## src/hdl/sh64_pkg.sv

```systemverilog
// Package with the constants, types and helper functions of the seeded hash block.
package sh64_pkg;

    localparam int LENGTH_BITS  = 32;
    localparam int LEN_PORT_BITS = 32;
    localparam int LEN_USE_BITS = (LENGTH_BITS < LEN_PORT_BITS) ? LENGTH_BITS : LEN_PORT_BITS;

    localparam logic [63:0] GOLDEN = 64'h9E3779B97F4A7C15;
    localparam logic [63:0] CHUNK_K = 64'h87C37B91114253D5;
    localparam logic [63:0] ADD_K = 64'h0000000052DCE729;
    localparam logic [63:0] FIN_K1 = 64'hFF51AFD7ED558CCD;
    localparam logic [63:0] FIN_K2 = 64'hC4CEB9FE1A85EC53;

    localparam int CHUNK_ROT = 31;
    localparam int ACC_ROT = 27;
    localparam int FIN_SHIFT = 33;

    localparam int QUEUE_DEPTH = 2;

    typedef enum logic [1:0] {
        CHUNK_EMPTY,
        CHUNK_TAIL,
        CHUNK_FULL
    } chunk_kind_t;

    typedef struct packed {
        logic [63:0] init;
        logic        use_init;
        logic [63:0] key;
        chunk_kind_t kind;
        logic        emit;
    } cmd_t;

    typedef enum logic [2:0] {
        F_IDLE,
        F_LEN_GO,
        F_LEN_WAIT,
        F_KEY_GO,
        F_KEY_WAIT,
        F_PUSH
    } front_state_t;

    typedef enum logic [2:0] {
        B_IDLE,
        B_ADD,
        B_FIN1_GO,
        B_FIN1_WAIT,
        B_FIN2_GO,
        B_FIN2_WAIT,
        B_OUT
    } back_state_t;

    function automatic logic [63:0] rotl64(input logic [63:0] v, input int unsigned r);
        return (v << r) | (v >> (64 - r));
    endfunction

    function automatic logic [63:0] fold33(input logic [63:0] v);
        return v ^ (v >> FIN_SHIFT);
    endfunction

endpackage

```

## src/hdl/sh64_queue.sv

```systemverilog
// Short command queue between the front and back parts of the seeded hash block.
module sh64_queue (
    input  logic           clk,
    input  logic           rst_n,
    input  logic           push_valid,
    output logic           push_ready,
    input  sh64_pkg::cmd_t push_cmd,
    output logic           pop_valid,
    input  logic           pop_ready,
    output sh64_pkg::cmd_t pop_cmd
);

    localparam int PtrBits = (sh64_pkg::QUEUE_DEPTH > 1) ? $clog2(sh64_pkg::QUEUE_DEPTH) : 1;
    localparam int CntBits = $clog2(sh64_pkg::QUEUE_DEPTH + 1);
    localparam logic [CntBits-1:0] FullCount = CntBits'(sh64_pkg::QUEUE_DEPTH);
    localparam logic [PtrBits-1:0] LastPtr = PtrBits'(sh64_pkg::QUEUE_DEPTH - 1);

    sh64_pkg::cmd_t       entry_reg [sh64_pkg::QUEUE_DEPTH];
    logic [PtrBits-1:0]   wr_ptr_reg;
    logic [PtrBits-1:0]   rd_ptr_reg;
    logic [CntBits-1:0]   count_reg;
    logic                 do_push;
    logic                 do_pop;

    assign push_ready = (count_reg != FullCount);
    assign pop_valid  = (count_reg != '0);
    assign pop_cmd    = entry_reg[rd_ptr_reg];
    assign do_push    = push_valid && push_ready;
    assign do_pop     = pop_valid && pop_ready;

    always_ff @(posedge clk or negedge rst_n)
    begin
        if (!rst_n)
        begin
            wr_ptr_reg <= '0;
            rd_ptr_reg <= '0;
            count_reg  <= '0;
        end
        else
        begin
            if (do_push)
            begin
                wr_ptr_reg <= (wr_ptr_reg == LastPtr) ? '0 : wr_ptr_reg + 1'b1;
            end
            if (do_pop)
            begin
                rd_ptr_reg <= (rd_ptr_reg == LastPtr) ? '0 : rd_ptr_reg + 1'b1;
            end
            if (do_push && !do_pop)
            begin
                count_reg <= count_reg + 1'b1;
            end
            else if (do_pop && !do_push)
            begin
                count_reg <= count_reg - 1'b1;
            end
        end
    end

    always_ff @(posedge clk)
    begin
        if (do_push)
        begin
            entry_reg[wr_ptr_reg] <= push_cmd;
        end
    end

endmodule

```

## config.mk

```make
export PLATFORM = sky130hd
export DESIGN_NAME = sh64_queue
export DESIGN_NICKNAME = d
export VERILOG_FILES = /design/src/hdl/sh64_pkg.sv /design/src/hdl/sh64_queue.sv
export SDC_FILE = /design/constraint.sdc
export NUM_CORES = 1
export LEC_CHECK = 0
export ABC_CLOCK_PERIOD_IN_PS = 6200
export BUFFER_PORTS_ARGS = -buffer_cell sky130_fd_sc_hd__buf_4
export CORE_MARGIN = 1
export CORE_UTILIZATION = 48
export CTS_BUF_LIST = sky130_fd_sc_hd__clkbuf_4
export CTS_CLUSTER_DIAMETER = 40
export DETAILED_ROUTE_END_ITERATION = 10
export GPL_TIMING_DRIVEN = 0
export HOLD_SLACK_MARGIN = 0.12
export MAX_ROUTING_LAYER = met4
export PLACE_DENSITY = 0.77
export SYNTH_ARGS = -nofsm -noshare
export SYNTH_HDL_FRONTEND = slang
export SYNTH_SLANG_ARGS = --single-unit
```

## constraint.sdc

```tcl
create_clock -name clk -period 6.2 [get_ports clk]
set_clock_uncertainty 0.1 [all_clocks]
set_input_delay 1.24 -clock clk [delete_from_list [all_inputs] [get_ports clk]]
set_output_delay 1.24 -clock clk [all_outputs]
set_load 0.02 [all_outputs]
```

# ---- Word-level counts from Yosys, hierarchy flattened
# Memory sizes are Yosys's and may differ from the RTL's.
# Index checks and enable logic that the tools add are counted.
dict set report totals {
  reg_bits 4
  mem_count 1
  ramBits 264
  inputBits 136
  word_cells 23
  output_inout_bits 134
}
dict set report op_classes {
  n_reduce_logical 8
  n_eq_ne 1
  add_sub_neg 4
  n_mux 6
}
# memory depth word_bits read_ports rd_ports_with_merged_regs wr line
set mem_list {}
lappend mem_list {entry_reg 2 132 1 0 1 sh64_queue.sv:18} ;# sh64_pkg::cmd_t entry_reg [sh64_pkg::QUEUE_DEPTH];
# cell n
set op_table {}
lappend op_table {{$logic_and 1x1->1} 4}
lappend op_table {{$mux 1} 4}
lappend op_table {{$mux 2} 2}
lappend op_table {{$reduce_bool 2->1} 2}
lappend op_table {{$add 1x1->1 const B} 2}
lappend op_table {{$add 2x1->2 const B} 1}
lappend op_table {{$logic_not 1->1} 2}
lappend op_table {{$ne 2x2->1 const B} 1}
lappend op_table {{$sub 2x1->2 const B} 1}

# ---- Logic depth before layout (Yosys ltp)
dict set report logic_depth {
  depth_word 6
  depth_mapped 7
  mapped_depth_nobuf 7
}

# ---- Worst setup path after synthesis
# Ideal clock, no wire load.
dict set report synth_path {
  kind {in2reg}
  from {in push_valid}
  to {mem entry_reg[0][0] (netlist bit) (enable)}
  cell_stages 2
  setup_time_ps 625
  slack_ps -1345
  t_arrival_ps 6820
  required_time_ps 5475
  path_buffers 0
  cell_sequence {nand2_1 -> nor2_1}
}
dict set report synth_between {
  elab_chain_len 3
}
# element line
set synth_rtl {}
lappend synth_rtl {{start: declaration} sh64_queue.sv:5} ;# input logic push_valid,
lappend synth_rtl {{$logic_and 1x1->1} sh64_queue.sv:28} ;# assign do_push = push_valid && push_ready;
lappend synth_rtl {{$mux 1} sh64_queue.sv:62} ;# if (do_push)
lappend synth_rtl {{$mux 1 (not written as such)} sh64_queue.sv:64} ;# entry_reg[wr_ptr_reg] <= push_cmd;
lappend synth_rtl {{end: declaration} sh64_queue.sv:18}
# No other way between the ends.

==> flow_metrics.env <==
export IMPL_power_total_w=0.006542
export IMPL_period_needed_ns=3.312
export IMPL_grt_max_degree=64
export IMPL_rows=52
export IMPL_outcome="complete, no violations"
export IMPL_antenna_found_initial=0
export IMPL_cp_end_kind="primary output"
export IMPL_ir_worst_vdd_mv=0.3088
export IMPL_fillCellCount=1416
export IMPL_netlist_instances=429
export IMPL_ctsResizeCount=0
export IMPL_synth_common_cells="264 x edfxtp_1, 70 x mux2_4, 62 x mux2_2, 9 x buf_6, 6 x buf_2"
export IMPL_syn_area_per_cell_um2=23.31
export IMPL_synthTopCellsByArea="edfxtp_1 79%, mux2_4 11%, mux2_2 7.0%, buf_6 1.0%, dfrtp_1 1.0%"
export IMPL_slowest_delay_ns=0.34
export IMPL_fin_nets=912
export IMPL_clockBufferDepth=3
export IMPL_synth_edf_count=264
export IMPL_grt_pass1_wl_um=29000
export IMPL_fmax_mhz=301.9
export IMPL_vias=5246
export IMPL_synth_top_area_share_pct=79.26
export IMPL_drt_iter0_drc=244
export IMPL_multiInputGateArea_um2=1852
export IMPL_yosysMostFrequentCell="edfxtp_1"
export IMPL_clk_latency_ns=0.63
export IMPL_cts_max_level=3
export IMPL_hold_violations=0
export IMPL_worstPathArrival_ns=1.97
export IMPL_port_buffers=269
export IMPL_hold_slack_ns=0.2873
export IMPL_path_cells="buf_6 -> buf_6 -> buf_6 -> mux2_4 -> buf_4"
export IMPL_layout_area_seq_um2=8028
export IMPL_p_leak_nw=5.307
export IMPL_ys_ff_latch=268
export IMPL_hpwl_um=12960
export IMPL_firstDrtPassIters=4
export IMPL_powerDensity_nw_per_um2=489.6
export IMPL_syn_cell_area_um2=10000
export IMPL_clockRootBuffer="clkbuf_4"
export IMPL_maxCapViolCount=0
export IMPL_io_pins=270
export IMPL_path_common_cell="buf_6"
export IMPL_yosysTopAreaCell="edfxtp_1"
export IMPL_dieWidth_um=146.4
export IMPL_worst_slew_pin_slew_ns=0.5156
export IMPL_die_h_um=146.4
export IMPL_worst_setup_path_type="flop to primary output"
export IMPL_setup_viol=0
export IMPL_syn_nets=566
export IMPL_area_growth_pct=33.59
export IMPL_drive_above_1_share_pct=64.59
export IMPL_grt_overflow=0
export IMPL_post_route_period_util_pct=53.43
export IMPL_fin_ws_ns=2.888
export IMPL_hp_class="input port to asynchronous set/reset pin"
export IMPL_numCtsBuffers=69
export IMPL_instances_no_fill=1089
export IMPL_dieArea_um2=21420
export IMPL_p_seq_share_pct=39.3
export IMPL_p_sw_share_pct=31.44
export IMPL_switchingPower_w=0.002057
export IMPL_post_cts_setup_buffers=0
export IMPL_synth_seq_area_share_pct=80.26
export IMPL_combPwrFrac_pct=38.4
export IMPL_vias_per_cell=4.817
export IMPL_drc_errors=0
export IMPL_placed_cells=974
export IMPL_worst_path_buf_inv=4
export IMPL_path_depth=5
export IMPL_synthDistinctLibCells=15
export IMPL_place_ws_ns=3.334
export IMPL_postRouteAntennaNets=0
export IMPL_start_kind="flop"
export IMPL_cp_required_ns=4.86
export IMPL_crit_family="buffers and inverters"
export IMPL_core_area_um2=20300
export IMPL_grt_pass1_vias=5877
export IMPL_ys_warn_count=0
export IMPL_tritoncts="done"
export IMPL_n_antenna_cell=0
export IMPL_largest_reg_flops=264
export IMPL_post_drt_wl_per_cell_um=17.43
export IMPL_reg2reg_depth=5
export IMPL_drv_slew=0
export IMPL_cts_hold_buf=0
export IMPL_ys_async_sr_fraction_pct=1.493
export IMPL_cts_clk_slew_worst_paths_ns=0.07
export IMPL_ys_flop_type="edfxtp_1"
export IMPL_p_int_w=0.004485
export IMPL_routed_wl_um=18990
export IMPL_clkPwrFrac_pct=22.2
export IMPL_cp_max_fo=10
export IMPL_clock_sinks=268
export IMPL_max_slew_margin_pct=65.54
export IMPL_slowest_stage="dfrtp_1"
export IMPL_grt_total_usage_pct=18.38
export IMPL_start_util_pct=49.27
export IMPL_rsz0062_at_grt="no"
export IMPL_globalplace_congestion=0.7534
[power groups by stage]
stage / registers (W) / logic (W) / clock network, W
3_5_place_dp: 0.00261 / 0.00254 / 0
5_1_grt: 0.00260 / 0.00264 / 0.00160
3_3_place_gp: 0.00267 / 0.00243 / 0
4_1_cts: 0.00258 / 0.00255 / 0.00151
2_1_floorplan: 0.00263 / 0.00158 / 0
6_report: 0.00257 / 0.00251 / 0.00145
[worst paths after layout]
kind / from / endpoint / slack (ns)
max: rd_ptr_reg / pop_cmd[98] / 2.89
max reg2reg: count_reg[0] / entry_reg[0][64] / 4.01
max in group asynchronous: rst_n / count_reg[0] / 5.61
min in group clk: count_reg[1] / count_reg[1] / 0.41
min reg2reg: count_reg[1] / count_reg[1] / 0.41
min: rst_n / rd_ptr_reg / 0.29
[metal layers]
metal	part of all wire, %	vias up	GRT usage [%]
li1	-	2438	-
met2	52	240	30.74
met5	0	-	-
met3	8.7	27	6.563
met1	38	2541	19.81
met4	1.7	0	7.604
[worst register-to-register path: cells and delay by family, from the launching register on]
family                 cells  cell delay, ns
buffers and inverters      2            0.53
flip-flops                 1            0.42
AND/OR/NAND/NOR            3            0.78
[layout make-up]
class / instances / area share (%)
Clock inverter: 17 / 0.8896
Inverter: 1 / 0.02809
Multi-Input combinational cell: 145 / 13.86
Timing Repair Buffer: 275 / 16.13
Buffer: 15 / 0.9832
Tap cell: 270 / 2.528
Sequential cell: 268 / 60.08
Clock buffer: 98 / 5.506
[per-stage QoR]
| stage | setup TNS [ns] | cell area, um2 | utilization [%] |
|---|---|---|---|
| 6_report | 0 | 13360 | 65.82 |
| 5_1_grt | 0 | 13360 | 65.82 |
| 4_1_cts | 0 | 13360 | 65.82 |
| 3_5_place_dp | 0 | 12510 | 61.61 |
| 3_3_place_gp | -123.50 | 12360 | 60.90 |
| 2_1_floorplan | 0 | 10000 | - |
[cells in the final DEF, fill, tap and decap left out, types with 3 or more instances in the layout]
cell      synthesis  final
buf_12            0      4
buf_2             6      6
buf_4             0    269
buf_6             9      9
clkbuf_4          0     98
clkinv_1          0     11
dfrtp_1           4      4
edfxtp_1        264    264
mux2_2           62     62
mux2_4           70     70
xnor2_1           3      3
[logic make-up (layout without fill, tap and decap cells)]
group	after synthesis	count (layout)	synth area share (%)
multiplexers	132	132	17.49
adder cells (fa/ha/maj)	1	1	0.1251
XOR/XNOR	5	5	0.4379
buffers and inverters	16	406	1.351
AND/OR/NAND/NOR	7	7	0.3379
flip-flops	268	268	80.26
Power figures use the tool's default switching activity.
