===== src/hdl/sh64_pkg.sv =====
// Package with the constants, types and helper functions of the seeded hash block.
package sh64_pkg;

    localparam int LENGTH_BITS  = 32;
    localparam int LEN_PORT_BITS = 32;
    localparam int LEN_USE_BITS = (LENGTH_BITS < LEN_PORT_BITS) ? LENGTH_BITS : LEN_PORT_BITS;

    localparam logic [63:0] GOLDEN = 64'h9E3779B97F4A7C15;
    localparam logic [63:0] CHUNK_K = 64'h87C37B91114253D5;
    localparam logic [63:0] ADD_K = 64'h0000000052DCE729;
    localparam logic [63:0] FIN_K1 = 64'hFF51AFD7ED558CCD;
    localparam logic [63:0] FIN_K2 = 64'hC4CEB9FE1A85EC53;

    localparam int CHUNK_ROT = 31;
    localparam int ACC_ROT = 27;
    localparam int FIN_SHIFT = 33;

    localparam int QUEUE_DEPTH = 2;

    typedef enum logic [1:0] {
        CHUNK_EMPTY,
        CHUNK_TAIL,
        CHUNK_FULL
    } chunk_kind_t;

    typedef struct packed {
        logic [63:0] init;
        logic        use_init;
        logic [63:0] key;
        chunk_kind_t kind;
        logic        emit;
    } cmd_t;

    typedef enum logic [2:0] {
        F_IDLE,
        F_LEN_GO,
        F_LEN_WAIT,
        F_KEY_GO,
        F_KEY_WAIT,
        F_PUSH
    } front_state_t;

    typedef enum logic [2:0] {
        B_IDLE,
        B_ADD,
        B_FIN1_GO,
        B_FIN1_WAIT,
        B_FIN2_GO,
        B_FIN2_WAIT,
        B_OUT
    } back_state_t;

    function automatic logic [63:0] rotl64(input logic [63:0] v, input int unsigned r);
        return (v << r) | (v >> (64 - r));
    endfunction

    function automatic logic [63:0] fold33(input logic [63:0] v);
        return v ^ (v >> FIN_SHIFT);
    endfunction

endpackage


===== src/hdl/sh64_mul.sv =====
// Iterative 64 by 64 bit multiplier giving the low 64 bits from three 32 by 32 bit products.
module sh64_mul (
    input  logic        clk,
    input  logic        rst_n,
    input  logic        start,
    input  logic [63:0] a,
    input  logic [63:0] b,
    output logic        done,
    output logic [63:0] product
);

    logic        busy_reg;
    logic [1:0]  phase_reg;
    logic        done_reg;
    logic [63:0] a_reg;
    logic [63:0] b_reg;
    logic [63:0] prod_reg;
    logic [63:0] sum_reg;
    logic [31:0] op_x;
    logic [31:0] op_y;
    logic [63:0] addend;

    always_comb
    begin
        case (phase_reg)
            2'd0:
            begin
                op_x = a_reg[31:0];
                op_y = b_reg[31:0];
            end
            2'd1:
            begin
                op_x = a_reg[31:0];
                op_y = b_reg[63:32];
            end
            default:
            begin
                op_x = a_reg[63:32];
                op_y = b_reg[31:0];
            end
        endcase
        addend = (phase_reg == 2'd1) ? prod_reg : {prod_reg[31:0], 32'h0};
    end

    always_ff @(posedge clk or negedge rst_n)
    begin
        if (!rst_n)
        begin
            busy_reg  <= 1'b0;
            phase_reg <= 2'd0;
            done_reg  <= 1'b0;
        end
        else
        begin
            done_reg <= busy_reg && (phase_reg == 2'd3);
            if (start && !busy_reg)
            begin
                busy_reg  <= 1'b1;
                phase_reg <= 2'd0;
            end
            else if (busy_reg)
            begin
                phase_reg <= phase_reg + 2'd1;
                if (phase_reg == 2'd3)
                begin
                    busy_reg <= 1'b0;
                end
            end
        end
    end

    always_ff @(posedge clk)
    begin
        if (start && !busy_reg)
        begin
            a_reg   <= a;
            b_reg   <= b;
            sum_reg <= 64'h0;
        end
        else if (busy_reg)
        begin
            prod_reg <= 64'(op_x) * 64'(op_y);
            if (phase_reg != 2'd0)
            begin
                sum_reg <= sum_reg + addend;
            end
        end
    end

    assign done    = done_reg;
    assign product = sum_reg;

endmodule


===== src/hdl/sh64_back.sv =====
// Back part: keeps the accumulator, applies chunk commands and finalises the hash.
module sh64_back (
    input  logic           clk,
    input  logic           rst_n,
    input  logic           pop_valid,
    output logic           pop_ready,
    input  sh64_pkg::cmd_t pop_cmd,
    output logic [63:0]    hash_value,
    output logic           out_valid,
    input  logic           out_ready
);

    sh64_pkg::back_state_t state_reg;
    sh64_pkg::back_state_t state_next;

    logic [63:0] acc_reg;
    logic [63:0] acc_next;
    logic [63:0] tmp_reg;
    logic [63:0] tmp_next;
    logic [63:0] h_reg;
    logic [63:0] h_next;
    logic        emit_reg;
    logic        emit_next;
    logic        out_valid_reg;
    logic        out_valid_next;
    logic [63:0] hash_reg;
    logic [63:0] hash_next;

    logic [63:0] base;
    logic [63:0] mixed;
    logic [63:0] rotated;
    logic        out_free;

    logic        mul_start;
    logic [63:0] mul_a;
    logic [63:0] mul_b;
    logic        mul_done;
    logic [63:0] mul_product;

    sh64_mul u_mul (
        .clk     (clk),
        .rst_n   (rst_n),
        .start   (mul_start),
        .a       (mul_a),
        .b       (mul_b),
        .done    (mul_done),
        .product (mul_product)
    );

    assign out_free = !out_valid_reg || out_ready;

    always_comb
    begin
        base    = pop_cmd.use_init ? pop_cmd.init : acc_reg;
        mixed   = (pop_cmd.kind != sh64_pkg::CHUNK_EMPTY) ? (base ^ pop_cmd.key) : base;
        rotated = sh64_pkg::rotl64(mixed, sh64_pkg::ACC_ROT);
    end

    always_comb
    begin
        state_next = state_reg;
        unique case (state_reg)
            sh64_pkg::B_IDLE:
            begin
                if (pop_valid)
                begin
                    if (pop_cmd.kind == sh64_pkg::CHUNK_FULL)
                    begin
                        state_next = sh64_pkg::B_ADD;
                    end
                    else if (pop_cmd.emit)
                    begin
                        state_next = sh64_pkg::B_FIN1_GO;
                    end
                end
            end
            sh64_pkg::B_ADD:
            begin
                state_next = emit_reg ? sh64_pkg::B_FIN1_GO : sh64_pkg::B_IDLE;
            end
            sh64_pkg::B_FIN1_GO:
            begin
                state_next = sh64_pkg::B_FIN1_WAIT;
            end
            sh64_pkg::B_FIN1_WAIT:
            begin
                if (mul_done)
                begin
                    state_next = sh64_pkg::B_FIN2_GO;
                end
            end
            sh64_pkg::B_FIN2_GO:
            begin
                state_next = sh64_pkg::B_FIN2_WAIT;
            end
            sh64_pkg::B_FIN2_WAIT:
            begin
                if (mul_done)
                begin
                    state_next = sh64_pkg::B_OUT;
                end
            end
            sh64_pkg::B_OUT:
            begin
                if (out_free)
                begin
                    state_next = sh64_pkg::B_IDLE;
                end
            end
            default:
            begin
                state_next = sh64_pkg::B_IDLE;
            end
        endcase
    end

    always_comb
    begin
        pop_ready      = 1'b0;
        mul_start      = 1'b0;
        mul_a          = sh64_pkg::fold33(acc_reg);
        mul_b          = sh64_pkg::FIN_K1;
        acc_next       = acc_reg;
        tmp_next       = tmp_reg;
        h_next         = h_reg;
        emit_next      = emit_reg;
        hash_next      = hash_reg;
        out_valid_next = out_valid_reg && !out_ready;
        unique case (state_reg)
            sh64_pkg::B_IDLE:
            begin
                pop_ready = 1'b1;
                if (pop_valid)
                begin
                    acc_next  = mixed;
                    tmp_next  = (rotated << 2) + rotated;
                    emit_next = pop_cmd.emit;
                end
            end
            sh64_pkg::B_ADD:
            begin
                acc_next = tmp_reg + sh64_pkg::ADD_K;
            end
            sh64_pkg::B_FIN1_GO:
            begin
                mul_start = 1'b1;
            end
            sh64_pkg::B_FIN1_WAIT:
            begin
                if (mul_done)
                begin
                    h_next = sh64_pkg::fold33(mul_product);
                end
            end
            sh64_pkg::B_FIN2_GO:
            begin
                mul_start = 1'b1;
                mul_a     = h_reg;
                mul_b     = sh64_pkg::FIN_K2;
            end
            sh64_pkg::B_FIN2_WAIT:
            begin
                if (mul_done)
                begin
                    h_next = sh64_pkg::fold33(mul_product);
                end
            end
            sh64_pkg::B_OUT:
            begin
                if (out_free)
                begin
                    out_valid_next = 1'b1;
                    hash_next      = h_reg;
                end
            end
            default:
            begin
                pop_ready = 1'b0;
            end
        endcase
    end

    always_ff @(posedge clk or negedge rst_n)
    begin
        if (!rst_n)
        begin
            state_reg     <= sh64_pkg::B_IDLE;
            acc_reg       <= 64'h0;
            out_valid_reg <= 1'b0;
        end
        else
        begin
            state_reg     <= state_next;
            acc_reg       <= acc_next;
            out_valid_reg <= out_valid_next;
        end
    end

    always_ff @(posedge clk)
    begin
        tmp_reg  <= tmp_next;
        h_reg    <= h_next;
        emit_reg <= emit_next;
        hash_reg <= hash_next;
    end

    assign hash_value = hash_reg;
    assign out_valid  = out_valid_reg;

endmodule


===== config.mk =====
export PLATFORM = sky130hd
export DESIGN_NAME = sh64_back
export DESIGN_NICKNAME = d
export VERILOG_FILES = /design/src/hdl/sh64_pkg.sv /design/src/hdl/sh64_mul.sv /design/src/hdl/sh64_back.sv
export SDC_FILE = /design/constraint.sdc
export NUM_CORES = 2
export LEC_CHECK = 0
export ABC_AREA = 0
export BUFFER_PORTS_ARGS = -buffer_cell sky130_fd_sc_hd__buf_2
export CORE_MARGIN = 5
export CORE_UTILIZATION = 55
export DETAILED_ROUTE_END_ITERATION = 8
export PLACE_DENSITY = 0.74
export SYNTH_ARGS = -nofsm -noshare
export SYNTH_HDL_FRONTEND = slang
export SYNTH_HIERARCHICAL = 1
export SYNTH_SLANG_ARGS = --single-unit

===== constraint.sdc =====
create_clock -name clk -period 12.3 [get_ports clk]
set_clock_uncertainty 0.15 [all_clocks]
set_input_delay 2.46 -clock clk [delete_from_list [all_inputs] [get_ports clk]]
set_output_delay 2.46 -clock clk [all_outputs]
set_load 0.1 [all_outputs]

### After elaboration in Yosys (flattened, before gate mapping)

Index checks and enable logic that the tools add are counted.

| word-level totals | value |
|---|---|
| register bits | 521 |
| bits of input ports | 136 |
| output and inout port bits | 66 |
| word-level logic and storage cells | 87 |

| cells by class | value |
|---|---|
| add/sub/neg operators | 4 |
| multipliers | 1 |
| equal/unequal tests | 14 |
| mux-type cells | 26 |
| bitwise logic cells | 5 |
| reductions and logical operators | 23 |

Operator list:

| cell | count |
|---|---|
| $mux W64 | 5 |
| $add A64 B64 Y64 | 2 |
| $pmux W64 S2 | 1 |
| $xor A64 B31 Y64 | 2 |
| $add A64 B31 Y64 const B | 1 |
| $mul A32 B32 Y64 | 1 |
| $mux W32 | 2 |
| $or A64 B27 Y64 | 1 |
| $xor A64 B64 Y64 | 1 |
| $mux W62 | 1 |
| $pmux W3 S7 | 1 |
| $mux W3 | 6 |
| $reduce_and A2 Y1 | 6 |
| $eq A3 B3 Y1 const B | 3 |
| $reduce_bool A2 Y1 | 4 |
| $mux W1 | 7 |
| $eq A3 B2 Y1 const B | 2 |
| $mux W2 | 3 |
| $reduce_or A2 Y1 | 3 |
| $reduce_and A5 Y1 | 1 |
| $eq A2 B2 Y1 const B | 2 |
| $ne A2 B1 Y1 const B | 2 |
| $ne A2 B2 Y1 const B | 2 |
| $eq A3 B1 Y1 const B | 1 |
| 9 further kinds | 13 |

### Longest topological paths before layout

| depth | value |
|---|---|
| depth after elaboration | 6 |
| mapped depth | 36 |
| depth with buffers taken out | 32 |

### Cells and area by module

Netlist, hierarchy kept.

By module, submodules not included:

| module | instances | cells an instance | area an instance (µm²) | seq. area each (µm²) |
|---|---|---|---|---|
| sh64_mul | 1 | 4,854 | 45,531.2 | 7,146.9 |
| sh64_back | 1 | 1,695 | 17,380.4 | 7,497.2 |

### Least setup slack after synthesis

OpenSTA, ideal clock, no wires.

| path | value |
|---|---|
| path kind | reg-to-reg |
| start point | reg u_mul.phase_reg[0] |
| end point | reg u_mul.prod_reg[60], data pin |
| setup time | 260 ps |
| arrival time | 8,829 ps |
| data required time | 11,890 ps |
| path slack | 3,061 ps |
| stages on the path, launching flop included | 34 |
| path buffers | 5 |
| period minus slack after synthesis | 9,239 ps |
| cells stage by stage | dfrtp_1 > ha_1 > clkbuf_1 > nor2_1 > buf_2 > buf_2 > mux2i_1 > clkbuf_1 > nor2_1 > fa_1 > inv_1 > fa_1 > inv_1 > fa_1 > inv_1 > fa_1 > inv_1 > fa_1 > fa_1 > fa_1 > inv_1 > fa_1 > inv_1 > ha_1 > clkbuf_1 > nand2_1 > nor3_1 > nand3_1 > o31ai_2 > a21oi_4 > o41ai_2 > a311o_1 > a221oi_2 > xnor2_1 |

| on the way | value |
|---|---|
| longest elaborated chain between the ends | 4 |
| elaborated cells on any way between the ends | 6 |
| classes of those cells | 1 x mul; 1 x eq/ne; 2 x mux; 2 x reduce/logical |

RTL lines:

| item | line | source |
|---|---|---|
| start, declared | sh64_mul.sv:13 | `logic [1:0] phase_reg;` |
| start signal, assigned | sh64_mul.sv:63 | `phase_reg <= phase_reg + 2'd1;` |
| $eq A2 B1 Y1 or $logic_not A2 Y1 (tied branches) | sh64_mul.sv:25 | `case (phase_reg)` |
| $reduce_or A2 Y1 (no source line) | - |  |
| $mux W32 | sh64_mul.sv:25 |  |
| $mul A32 B32 Y64 * | sh64_mul.sv:82 | `prod_reg <= 64'(op_x) * 64'(op_y);` |
| end signal, assigned | sh64_mul.sv:82 |  |
| end, declared | sh64_mul.sv:17 | `logic [63:0] prod_reg;` |

Mark *: on every way between the ends. The rest lies on a longest branch, timed or not.
A chain may end at the register's enable or synchronous reset.

### Final worst setup path

| path | value |
|---|---|
| start point | reg u_mul.phase_reg[1] |
| end point | reg u_mul.prod_reg[60], data pin |

Same word-level chain as after synthesis.

==> metrics.log <==
INFO  metric fp.coreArea = 0.114 mm2
INFO  metric syn_avg_cell_area = 9.61 um2
INFO  metric timing.critical_path.mode_cell = sky130_fd_sc_hd__fa_1
INFO  metric critical_path.endpoint_type = register
INFO  metric clock_tree_from_tritoncts = yes
INFO  metric timing.final.crit_share = 83.2%
INFO  metric worst-path-buf-inv = 4
INFO  metric use_met1 = 47.1%
INFO  metric die-area = 0.121 mm2
INFO  metric drv_cap = 0
INFO  metric path_max_fanout = 38
INFO  metric worst_skew_pair.late_latency = 0.68 ns
INFO  metric overflow = 0
INFO  metric gr-usage-all-layers = 35.5%
INFO  metric grt_start_max_net_pins = 92
INFO  metric synth_enable_flop_cells = 385
INFO  metric tightest_slew = 1.31 ns
INFO  metric cp_top_family = adder cells
INFO  metric worst_ep_required_time = 12.58 ns
INFO  metric rsz0062_at_grt = false
INFO  metric yosysSeqAreaShare = 23.3%
INFO  metric syn_to_final_growth = 7.48%
INFO  metric place.port_buffers = 201
INFO  metric final.min_clock_period = 10.24 ns
INFO  metric regArea = 0.0146 mm2
INFO  metric floorplan.initialDensity = 55.2%
INFO  metric gpl.final_weighted_congestion = 1.03
INFO  metric clockBufferDepth = 3
INFO  metric timing.final.max_slew_violations = 0
INFO  metric numClockSinks = 521
INFO  metric detailedPlacementHpwl = 171 mm
INFO  metric report.final.hold_viol_count = 0
INFO  metric grt_pass1_wl = 322 mm
INFO  metric relative_slew_slack = 10.9%
INFO  metric firstDrtPassIters = 9
INFO  metric synthTopCellsByArea = sky130_fd_sc_hd__fa_1 29%, sky130_fd_sc_hd__edfxtp_1 18%, sky130_fd_sc_hd__ha_1 7.5%
INFO  metric design.portCount = 202
INFO  metric grt_pass1_vias = 50862
INFO  metric cts_made_buffers = 57
INFO  metric worst_path_largest_cell_delay = 1.05 ns
INFO  metric h-tree-depth = 2
INFO  metric yosys.area.top_type = sky130_fd_sc_hd__fa_1
INFO  metric ys_types = 107
INFO  metric tns = 0 ns
INFO  metric multi_input_comb_area = 0.0439 mm2
INFO  metric post-synth-top-area-fraction = 28.6%
INFO  metric path_clk_slew = 0.07 ns
INFO  metric die_x = 348 um
INFO  metric hold_buffers = 0
INFO  metric outcome = finished clean
INFO  metric fillers = 9673
INFO  metric seq_cells_post_synth = 521
INFO  metric synth_top_flop_cell = sky130_fd_sc_hd__edfxtp_1
INFO  metric yosys-top-cells-count = 933 x sky130_fd_sc_hd__inv_1, 898 x sky130_fd_sc_hd__fa_1, 759 x sky130_fd_sc_hd__nor2_1
INFO  metric die_height = 348 um
INFO  metric drive_gt1_share = 10.2%
INFO  metric antenna_violating_nets_post_route = 0
INFO  metric routed-via-count = 50005
INFO  metric routedWlPerCell = 26.5 um
INFO  metric met2_usage = 53.5%
INFO  metric ctsResizeCount = 0
INFO  metric drt_initial_violations = 5518
INFO  metric top_usage_layer = met2
INFO  metric via_per_inst = 6.12
INFO  metric timing.critical_path.arrival = 10.52 ns
INFO  metric grt_antenna_before_repair = 10
INFO  metric clk_root_buffer_cell = sky130_fd_sc_hd__clkbuf_16
INFO  metric placement_rows = 124
INFO  metric fin_nets = 8020
INFO  metric fmaxAchievable = 97.7 MHz
INFO  metric worstHoldPathType = reg2reg
INFO  metric syn_area = 0.0629 mm2
INFO  metric setup_viol = 0
INFO  metric postCtsSetupRepairBufs = 0
INFO  metric crit_path_start_kind = register
INFO  metric synth_async_sr_flop_share = 13.8%
INFO  metric groute.layer.met3.usage = 7.90%
INFO  metric post_synth_inst_count = 6549
INFO  metric yosys_warnings = 6
INFO  metric worstSetupPathType = reg2reg
INFO  metric detail_route.wirelength = 217 mm
INFO  metric synth.most_common_cell = sky130_fd_sc_hd__inv_1
INFO  metric drc_errors = 0
INFO  metric cp_slowest_cell = sky130_fd_sc_hd__mux2i_4
-- worst paths after layout --
kind	from	endpoint	slack [ns]	depth (start not counted)
setup / recovery	u_mul/phase_reg[1]	u_mul/prod_reg[60]	2.06	25
hold / removal	h_reg[28]	hash_value[28]	0.33	0
setup reg to reg	u_mul/phase_reg[1]	u_mul/prod_reg[60]	2.06	25
hold reg to reg	h_reg[28]	hash_value[28]	0.33	0
max in group asynchronous	rst_n	u_mul/busy_reg	9.38	2
min in group asynchronous	rst_n	acc_reg[62]	1.64	1
-- routing by layer --
metal	routed length (um)	part of all wire [%]
met2	94400	44
met1	81400	38
met5	27	0.012
met4	16500	7.6
met3	24400	11
-- metrics by stage --
stage / area (um2) / util, % / hold WS, ns / setup slack (ns) / instances
after floorplan: 63000 / - / 0.270 / 3.06 / 6577
after global placement: 65600 / 57.5 / 0.301 / 2.36 / 8064
after detailed placement: 65600 / 57.5 / 0.293 / 2.23 / 8064
after CTS: 67600 / 59.3 / 0.325 / 2.17 / 8172
after global routing: 67600 / 59.3 / 0.340 / 1.60 / 8172
final: 67600 / 59.3 / 0.328 / 2.06 / 8175
-- cells by family (layout without fill, tap and decap cells) --
kind of cell             count (synthesis)  count (layout)  synth area share [%]
AO/OA/AOI/OAI                          954             954                  10.2
XOR/XNOR                               388             388                  5.66
adder cells (fa/ha/maj)               1275            1275                  36.1
buffers and inverters                 1250            1333                  7.59
flip-flops                             521             521                  23.3
multiplexers                           268             268                  4.61
other                                    2              33                0.0119
AND/OR/NAND/NOR                       1891            1891                  12.6
-- placed cells by master, fill, tap and decap left out, drive strengths merged, types with 23 or more instances in the layout --
cell type / n
ha: 375
nor2: 759
inv: 948
dfrtp: 72
xnor2: 218
nand2: 756
a22oi: 34
and3: 40
a31oi: 35
a21oi: 258
conb: 30
and2: 57
nand4: 50
buf: 287
nand3: 79
o21bai: 41
edfxtp: 385
a21o: 102
xor2: 170
dfxtp: 64
mux2i: 141
o221ai: 28
nor3: 46
clkbuf: 68
fa: 898
nor2b: 31
mux2: 127
nand2b: 23
o21ai: 257
-- cell type report --
class | count | share of cell area [%]
timing repair buffer | 287 | 2.45
multi-input combinational | 4806 | 64.9
clock buffer | 68 | 2.25
sequential | 521 | 21.7
clock inverter | 40 | 0.720
inverter | 938 | 5.22
antenna | 3 | 0.0111
tap | 1512 | 2.80
Power is left out: the tool's default activity adds up to more than one toggle a clock period on the data nets, which glitch-free logic cannot reach.
