$ cat src/hdl/sh64_pkg.sv
// Package with the constants, types and helper functions of the seeded hash block.
package sh64_pkg;

    localparam int LENGTH_BITS  = 32;
    localparam int LEN_PORT_BITS = 32;
    localparam int LEN_USE_BITS = (LENGTH_BITS < LEN_PORT_BITS) ? LENGTH_BITS : LEN_PORT_BITS;

    localparam logic [63:0] GOLDEN = 64'h9E3779B97F4A7C15;
    localparam logic [63:0] CHUNK_K = 64'h87C37B91114253D5;
    localparam logic [63:0] ADD_K = 64'h0000000052DCE729;
    localparam logic [63:0] FIN_K1 = 64'hFF51AFD7ED558CCD;
    localparam logic [63:0] FIN_K2 = 64'hC4CEB9FE1A85EC53;

    localparam int CHUNK_ROT = 31;
    localparam int ACC_ROT = 27;
    localparam int FIN_SHIFT = 33;

    localparam int QUEUE_DEPTH = 2;

    typedef enum logic [1:0] {
        CHUNK_EMPTY,
        CHUNK_TAIL,
        CHUNK_FULL
    } chunk_kind_t;

    typedef struct packed {
        logic [63:0] init;
        logic        use_init;
        logic [63:0] key;
        chunk_kind_t kind;
        logic        emit;
    } cmd_t;

    typedef enum logic [2:0] {
        F_IDLE,
        F_LEN_GO,
        F_LEN_WAIT,
        F_KEY_GO,
        F_KEY_WAIT,
        F_PUSH
    } front_state_t;

    typedef enum logic [2:0] {
        B_IDLE,
        B_ADD,
        B_FIN1_GO,
        B_FIN1_WAIT,
        B_FIN2_GO,
        B_FIN2_WAIT,
        B_OUT
    } back_state_t;

    function automatic logic [63:0] rotl64(input logic [63:0] v, input int unsigned r);
        return (v << r) | (v >> (64 - r));
    endfunction

    function automatic logic [63:0] fold33(input logic [63:0] v);
        return v ^ (v >> FIN_SHIFT);
    endfunction

endpackage

$ cat src/hdl/sh64_mul.sv
// Iterative 64 by 64 bit multiplier giving the low 64 bits from three 32 by 32 bit products.
module sh64_mul (
    input  logic        clk,
    input  logic        rst_n,
    input  logic        start,
    input  logic [63:0] a,
    input  logic [63:0] b,
    output logic        done,
    output logic [63:0] product
);

    logic        busy_reg;
    logic [1:0]  phase_reg;
    logic        done_reg;
    logic [63:0] a_reg;
    logic [63:0] b_reg;
    logic [63:0] prod_reg;
    logic [63:0] sum_reg;
    logic [31:0] op_x;
    logic [31:0] op_y;
    logic [63:0] addend;

    always_comb
    begin
        case (phase_reg)
            2'd0:
            begin
                op_x = a_reg[31:0];
                op_y = b_reg[31:0];
            end
            2'd1:
            begin
                op_x = a_reg[31:0];
                op_y = b_reg[63:32];
            end
            default:
            begin
                op_x = a_reg[63:32];
                op_y = b_reg[31:0];
            end
        endcase
        addend = (phase_reg == 2'd1) ? prod_reg : {prod_reg[31:0], 32'h0};
    end

    always_ff @(posedge clk or negedge rst_n)
    begin
        if (!rst_n)
        begin
            busy_reg  <= 1'b0;
            phase_reg <= 2'd0;
            done_reg  <= 1'b0;
        end
        else
        begin
            done_reg <= busy_reg && (phase_reg == 2'd3);
            if (start && !busy_reg)
            begin
                busy_reg  <= 1'b1;
                phase_reg <= 2'd0;
            end
            else if (busy_reg)
            begin
                phase_reg <= phase_reg + 2'd1;
                if (phase_reg == 2'd3)
                begin
                    busy_reg <= 1'b0;
                end
            end
        end
    end

    always_ff @(posedge clk)
    begin
        if (start && !busy_reg)
        begin
            a_reg   <= a;
            b_reg   <= b;
            sum_reg <= 64'h0;
        end
        else if (busy_reg)
        begin
            prod_reg <= 64'(op_x) * 64'(op_y);
            if (phase_reg != 2'd0)
            begin
                sum_reg <= sum_reg + addend;
            end
        end
    end

    assign done    = done_reg;
    assign product = sum_reg;

endmodule

$ cat src/hdl/sh64_front.sv
// Front part: accepts input beats, classifies chunks and precomputes the seed and chunk mix terms.
module sh64_front (
    input  logic           clk,
    input  logic           rst_n,
    input  logic [63:0]    seed,
    input  logic [31:0]    message_length,
    input  logic [63:0]    chunk_data,
    input  logic [3:0]     chunk_bytes,
    input  logic           first_chunk,
    input  logic           last_chunk,
    input  logic           in_valid,
    output logic           in_ready,
    output logic           push_valid,
    input  logic           push_ready,
    output sh64_pkg::cmd_t push_cmd
);

    sh64_pkg::front_state_t state_reg;
    sh64_pkg::front_state_t state_next;

    logic [63:0]           seed_reg;
    logic [63:0]           len_reg;
    logic [63:0]           data_reg;
    sh64_pkg::chunk_kind_t kind_reg;
    logic                  first_reg;
    logic                  emit_reg;
    logic [63:0]           init_reg;
    logic [63:0]           init_next;
    logic [63:0]           key_reg;
    logic [63:0]           key_next;

    logic [3:0]            count_clamped;
    logic [63:0]           data_masked;
    sh64_pkg::chunk_kind_t kind_in;
    logic                  accept;

    logic                  mul_start;
    logic [63:0]           mul_a;
    logic [63:0]           mul_b;
    logic                  mul_done;
    logic [63:0]           mul_product;

    sh64_mul u_mul (
        .clk     (clk),
        .rst_n   (rst_n),
        .start   (mul_start),
        .a       (mul_a),
        .b       (mul_b),
        .done    (mul_done),
        .product (mul_product)
    );

    assign accept = in_valid && in_ready;

    always_comb
    begin
        count_clamped = (chunk_bytes > 4'd8) ? 4'd8 : chunk_bytes;
        for (int i = 0; i < 8; i++)
        begin
            data_masked[8*i +: 8] = (4'(i) < count_clamped) ? chunk_data[8*i +: 8] : 8'h00;
        end
        if (count_clamped == 4'd0)
        begin
            kind_in = sh64_pkg::CHUNK_EMPTY;
        end
        else if (count_clamped == 4'd8)
        begin
            kind_in = sh64_pkg::CHUNK_FULL;
        end
        else
        begin
            kind_in = sh64_pkg::CHUNK_TAIL;
        end
    end

    always_comb
    begin
        state_next = state_reg;
        unique case (state_reg)
            sh64_pkg::F_IDLE:
            begin
                if (accept)
                begin
                    if (first_chunk)
                    begin
                        state_next = sh64_pkg::F_LEN_GO;
                    end
                    else if (kind_in != sh64_pkg::CHUNK_EMPTY)
                    begin
                        state_next = sh64_pkg::F_KEY_GO;
                    end
                    else
                    begin
                        state_next = sh64_pkg::F_PUSH;
                    end
                end
            end
            sh64_pkg::F_LEN_GO:
            begin
                state_next = sh64_pkg::F_LEN_WAIT;
            end
            sh64_pkg::F_LEN_WAIT:
            begin
                if (mul_done)
                begin
                    state_next = (kind_reg != sh64_pkg::CHUNK_EMPTY) ? sh64_pkg::F_KEY_GO
                                                                     : sh64_pkg::F_PUSH;
                end
            end
            sh64_pkg::F_KEY_GO:
            begin
                state_next = sh64_pkg::F_KEY_WAIT;
            end
            sh64_pkg::F_KEY_WAIT:
            begin
                if (mul_done)
                begin
                    state_next = sh64_pkg::F_PUSH;
                end
            end
            sh64_pkg::F_PUSH:
            begin
                if (push_ready)
                begin
                    state_next = sh64_pkg::F_IDLE;
                end
            end
            default:
            begin
                state_next = sh64_pkg::F_IDLE;
            end
        endcase
    end

    always_comb
    begin
        in_ready   = 1'b0;
        push_valid = 1'b0;
        mul_start  = 1'b0;
        mul_a      = len_reg;
        mul_b      = sh64_pkg::GOLDEN;
        init_next  = init_reg;
        key_next   = key_reg;
        unique case (state_reg)
            sh64_pkg::F_IDLE:
            begin
                in_ready = 1'b1;
            end
            sh64_pkg::F_LEN_GO:
            begin
                mul_start = 1'b1;
            end
            sh64_pkg::F_LEN_WAIT:
            begin
                if (mul_done)
                begin
                    init_next = seed_reg ^ mul_product;
                end
            end
            sh64_pkg::F_KEY_GO:
            begin
                mul_start = 1'b1;
                mul_a     = data_reg;
                mul_b     = sh64_pkg::CHUNK_K;
            end
            sh64_pkg::F_KEY_WAIT:
            begin
                if (mul_done)
                begin
                    key_next = sh64_pkg::rotl64(mul_product, sh64_pkg::CHUNK_ROT);
                end
            end
            sh64_pkg::F_PUSH:
            begin
                push_valid = 1'b1;
            end
            default:
            begin
                in_ready = 1'b0;
            end
        endcase
    end

    assign push_cmd = '{init: init_reg, use_init: first_reg, key: key_reg,
                        kind: kind_reg, emit: emit_reg};

    always_ff @(posedge clk or negedge rst_n)
    begin
        if (!rst_n)
        begin
            state_reg <= sh64_pkg::F_IDLE;
        end
        else
        begin
            state_reg <= state_next;
        end
    end

    always_ff @(posedge clk)
    begin
        init_reg <= init_next;
        key_reg  <= key_next;
        if (accept)
        begin
            seed_reg  <= seed;
            len_reg   <= 64'(message_length[sh64_pkg::LEN_USE_BITS-1:0]);
            data_reg  <= data_masked;
            kind_reg  <= kind_in;
            first_reg <= first_chunk;
            emit_reg  <= (kind_in != sh64_pkg::CHUNK_FULL) || last_chunk;
        end
    end

endmodule

$ cat config.mk
export PLATFORM = sky130hd
export DESIGN_NAME = sh64_front
export DESIGN_NICKNAME = d
export VERILOG_FILES = /design/src/hdl/sh64_pkg.sv /design/src/hdl/sh64_mul.sv /design/src/hdl/sh64_front.sv
export SDC_FILE = /design/constraint.sdc
export NUM_CORES = 2
export LEC_CHECK = 0
export ABC_CLOCK_PERIOD_IN_PS = 28700
export BUFFER_PORTS_ARGS = -buffer_cell sky130_fd_sc_hd__buf_2
export CAP_MARGIN = 20
export CORE_UTILIZATION = 45
export CTS_CLUSTER_DIAMETER = 60
export DETAILED_ROUTE_END_ITERATION = 7
export PLACE_DENSITY = 0.59
export SLEW_MARGIN = 20
export SYNTH_ARGS = -nofsm -noshare
export SYNTH_HDL_FRONTEND = slang
export SYNTH_HIERARCHICAL = 1
export SYNTH_SLANG_ARGS = --single-unit
$ cat constraint.sdc
create_clock -name clk -period 28.7 [get_ports clk]
set_clock_uncertainty 0.2 [all_clocks]
set_input_delay 1.435 -clock clk [delete_from_list [all_inputs] [get_ports clk]]
set_output_delay 1.435 -clock clk [all_outputs]
set_load 0.05 [all_outputs]
# ---- Yosys cells after proc, flatten, opt, wreduce, memory -nomap -nowiden
# Index checks and enable logic that the tools add are counted.
dict set report totals {
  regBits 555
  input_bits 170
  wordCells 95
}
dict set report classes {
  add_sub_neg 2
  multipliers 1
  order_cmp 9
  eq_ne 13
  n_mux 24
  bitwise_logic 3
  reduce_logical 19
}
# operator n
set op_table {}
lappend op_table {{32-bit two-way mux} 3}
lappend op_table {{64-bit adder} 1}
lappend op_table {{32-bit by 32-bit multiplier with 64-bit output} 1}
lappend op_table {{64-bit two-way mux} 1}
lappend op_table {{64-bit by 31-bit OR with 64-bit output} 1}
lappend op_table {{64-bit XOR} 1}
lappend op_table {{61-bit two-way mux} 1}
lappend op_table {{3-bit two-way mux} 7}
lappend op_table {{3-bit one-hot mux with 6 select lines} 1}
lappend op_table {{3-bit by 4-bit less-than comparator with 1-bit output, first input constant} 4}
lappend op_table {{1-bit by 4-bit less-than comparator with 1-bit output, first input constant} 2}
lappend op_table {{2-bit by 4-bit less-than comparator with 1-bit output, first input constant} 2}
lappend op_table {{2-bit two-way mux} 4}
lappend op_table {{2-bit AND reduction} 4}
lappend op_table {{2-bit nonzero test} 4}
lappend op_table {{3-bit by 2-bit == test with 1-bit output, second input constant} 2}
lappend op_table {{3-bit == test, second input constant} 2}
lappend op_table {{1-bit two-way mux} 6}
lappend op_table {{2-bit != test, second input constant} 3}
lappend op_table {{4-bit == test, second input constant} 1}
lappend op_table {{4-bit > comparator, second input constant} 1}
lappend op_table {{4-bit logical NOT} 1}
lappend op_table {{4-bit two-way mux} 1}
lappend op_table {{2-bit by 1-bit != test with 1-bit output, second input constant} 2}
lappend op_table {{other kinds (12)} 15}

# ---- Depth between registers and ports, before layout
dict set report logic_depth {
  depth_word 10
  depth_mapped 37
  mapped_depth_nobuf 32
}

# ---- By module
# The synthesis kept the hierarchy.
# mod n_inst cells_per_inst area_each_um2 seq_area_each_um2
set modules_own_cells {}
lappend modules_own_cells {sh64_mul 1 4873 45559.9 7146.9}
lappend modules_own_cells {sh64_front 1 552 10794.1 8843.5}

# ---- Least setup slack after synthesis
# OpenSTA, ideal clock, no wires.
dict set report synth_path {
  path_type {reg-to-reg}
  startpoint {register u_mul.phase_reg[0]}
  endpoint {register u_mul.prod_reg[61], data pin}
  setup_ps 260
  arrival_ps 8849
  required_time_ps 28240
  slack_ps 19391
  stages_incl_launch_ff 32
  n_path_buf 4
  cell_sequence {dfrtp_1 > ha_1 > clkbuf_1 > nor2_1 > clkbuf_1 > mux2i_1 > clkbuf_1 > nor2_1 > fa_1 > fa_1 > inv_1 > fa_1 > inv_1 > fa_1 > inv_1 > fa_1 > inv_1 > fa_1 > fa_1 > inv_1 > fa_1 > inv_1 > ha_1 > clkbuf_1 > nand4_1 > or2_2 > or4b_2 > a2bb2oi_2 > o21ai_1 > o21a_1 > a221oi_2 > xnor2_1}
}
dict set report synth_via {
  elab_chain_cells 4
  word_cells_on_any_way 6
}
# element line
set synth_lines {}
lappend synth_lines {{from (decl)} sh64_mul.sv:13} ;# logic [1:0] phase_reg;
lappend synth_lines {{from (signal assigned)} sh64_mul.sv:63} ;# phase_reg <= phase_reg + 2'd1;
lappend synth_lines {{2-bit by 1-bit == test with 1-bit output / 2-bit logical NOT (equally long branches)} sh64_mul.sv:25} ;# case (phase_reg)
lappend synth_lines {{2-bit OR reduction (no line)} n/a}
lappend synth_lines {{32-bit two-way mux} sh64_mul.sv:25}
lappend synth_lines {{32-bit by 32-bit multiplier with 64-bit output *} sh64_mul.sv:82} ;# prod_reg <= 64'(op_x) * 64'(op_y);
lappend synth_lines {{to (signal assigned)} sh64_mul.sv:82}
lappend synth_lines {{to (decl)} sh64_mul.sv:17} ;# logic [63:0] prod_reg;
# Mark *: on every way between the ends. The rest lies on a longest branch, timed or not.
# A chain may end at the register's enable or synchronous reset.

# ---- Final worst setup path
dict set report layout_path {
  startpoint {register u_mul.phase_reg[0]}
  endpoint {register u_mul.prod_reg[62], data pin}
}
# The elaborated chain is that of the path after synthesis.

==> impl_metrics.tcl <==
set metrics [dict create \
    path_class "flop to flop" \
    cts_setup_buffers 0 \
    yosysTopAreaCellShare_pct 31.9 \
    netlist_top_cells_area "fa_1 32%, edfxtp_1 26%, ha_1 7.3%" \
    r2r_end "u_mul/prod_reg[62]$_DFFE_PP_" \
    io_pins 304 \
    ys_seq_elements 555 \
    synth_xor_area_share_pct 2.70 \
    rsz0062_at_grt "no" \
    slew_headroom_pct 21.1 \
    htree_levels 3 \
    critPathBufInv 6 \
    cts_tree "yes" \
    hold_viol_final 0 \
    antenna_found_initial 6 \
    path_depth 29 \
    synth_compound_area_share_pct 6.05 \
    rr_worst_depth 29 \
    dieHeight_um 356 \
    synth_common_cells "910 x inv_1, 897 x fa_1, 688 x nor2_1, 585 x nand2_1, 484 x edfxtp_1" \
    final_cell_area_um2 62100 \
    gr-usage-met1_pct 36.9 \
    numCtsBuffers 67 \
    seq_area_frac_synth_pct 28.4 \
    grt_pass1_vias 41700 \
    r2r-start "u_mul/phase_reg[0]$_DFFE_PN0P_" \
    rows 129 \
    crit_arrival_ns 11.21 \
    period_share_pct 38.3 \
    syn_inst 5425 \
    yosysUniqueCellTypes 92 \
    met3_usage_pct 6.34 \
    reg2reg_slack_ns 17.70 \
    num_vias 40200 \
    async_flop_share_pct 1.26 \
    netlist_area_um2 56400 \
    detail-route-antenna-nets 0 \
    crit_top_cell "fa_1" \
    clock_sinks 555 \
    die_x_um 356 \
    area_delta_synth_final_pct 10.2 \
    drv_cap 0 \
    layout-drive-gt1-share_pct 11.6 \
    path_delay_family "adder cells" \
    clockBufferDepth 3 \
    tightest_slew_ns 1.15 \
    synthAdderAreaFrac_pct 39.2 \
    wl_per_cell_um 23.9 \
    timing.critical_path.to "u_mul/prod_reg[62]$_DFFE_PP_" \
    ctsHoldBuffers 0 \
    synth_area_leader_cell "fa_1" \
    startpoint_type "flop" \
    cpMaxStageDelayCell "mux2i_2" \
    via_per_inst 5.47 \
    wl_mm 176 \
    avgSynthCellArea_um2 10.4 \
    place_congestion 0.976 \
    holdPathStages 2 \
    placed_area_um2 60000 \
    synth_top_family_by_area "adder cells" \
    hold_path.class "flop to flop" \
    drtPass1Iterations 8 \
    start_util_pct 45.5 \
    ys_warn_count 6 \
    yosysMostFrequentCell "inv_1" \
    grt_max_degree 81 \
    synth_simple_gate_area_share_pct 12.1 \
    fmax_mhz 90.9 \
    cp_max_fo 33 \
    slowest_delay_ns 0.76 \
    numPortBuffers 303 \
    dieArea_um2 127000 \
    post_cts_resize_count 0 \
    clk_pin_slew_ns 0.06 \
    clock_latency_ns 0.66 \
    synthFlopType "edfxtp_1" \
    finalSetupViolations 0 \
    top_usage_layer "met2" \
    fin_nets 7061 \
    crit_start "u_mul/phase_reg[0]$_DFFE_PN0P_" \
    dp_hpwl_mm 133 \
    cp-end-kind "flop" \
    cts_root_buffer "clkbuf_16" \
    required_ns 28.90 \
    core_area_um2 124000 \
    status "finished with violations" \
    fin_tns_setup_ns 0 \
    final-max-slew-violation-count 0 \
    met2_usage_pct 44.9 \
    drtIter0Drc 3594 \
    period_needed_ns 11.00 \
    grt_use_total_pct 28.2 \
    grt_first_pass_wirelength_mm 263 \
    synthMuxAreaShare_pct 3.71 \
    overflow 0 \
    violations "DRC" \
    synth_edf_count 484 \
    drc 64 \
]
==> how the worst min path moves through the flow <==
| stage | startpoint | endpoint | slack, ns |
|---|---|---|---|
| after detailed placement | u_mul/product[44]$_SDFFE_PP0P_ | u_mul/product[44]$_SDFFE_PP0P_ | 0.30 |
| after global placement | u_mul/product[27]$_SDFFE_PP0P_ | u_mul/product[27]$_SDFFE_PP0P_ | 0.30 |
| final | u_mul/product[44]$_SDFFE_PP0P_ | u_mul/product[44]$_SDFFE_PP0P_ | 0.32 |
| after CTS | u_mul/product[44]$_SDFFE_PP0P_ | u_mul/product[44]$_SDFFE_PP0P_ | 0.31 |
| after global routing | u_mul/product[63]$_SDFFE_PP0P_ | u_mul/product[63]$_SDFFE_PP0P_ | 0.33 |
| after floorplan | u_mul/product[61]$_SDFFE_PP0P_ | u_mul/product[61]$_SDFFE_PP0P_ | 0.26 |
==> metrics by stage <==
stage               setup slack (ns)  utilization, %  instances  hold WS [ns]
global placement               17.91            48.4       7232         0.297
global route                   17.23            50.1       7353         0.331
CTS                            17.71            50.1       7352         0.315
floorplan                      19.39               -       5463         0.264
detailed placement             17.67            48.4       7232         0.305
finish                         17.70            50.1       7356         0.315
==> cells in the final DEF, fill, tap and decap left out, types with 36 or more instances in the layout <==
master       n
a21o_1      82
a21oi_1    169
and2_1      50
and3_1      44
buf_2      303
buf_4       82
clkbuf_16   68
conb_1      40
dfxtp_1     64
edfxtp_1   484
fa_1       897
ha_1       328
inv_1      909
mux2_2      94
nand2_1    585
nand4_1     36
nor2_1     685
nor2b_1     76
o21ai_0     93
xnor2_1     67
xor2_1     107
==> cell families after synthesis <==
logic type,count (synthesis)
xor gates and xnor gates,174
other,2
and+or+nand+nor,1596
AOI/OAI and AO/OA,515
buffers and inverters,1164
muxes,193
adders and majority gates,1226
DFF,555
==> layer usage <==
layer  routed length [um]  up-vias
met1                69900    20200
met5                   48        -
li1                     -    17600
met3                17500      444
met4                 8920        6
met2                79300     2007
==> worst reg2reg max path: cells and delay by family (launching register included) <==
kind	cells	cell delay (ns)
flops	1	0.44
simple gates	7	1.66
mux	2	1.05
fa+ha+maj	10	4.71
buf+inv	6	1.59
compound gates	4	1.08
==> cell type report <==
cell class,instances,area (um^2)
antenna,3,7.51
timing repair buffer,386,2150
fill,11500,61900
sequential,555,16000
inverter,911,3420
clock buffer,81,1760
multi-input combinational,3744,36400
clock inverter,39,343
tap,1637,2050
Power is not shown: default switching activity piles up to over one toggle a cycle in this logic, so the estimate is an artifact.
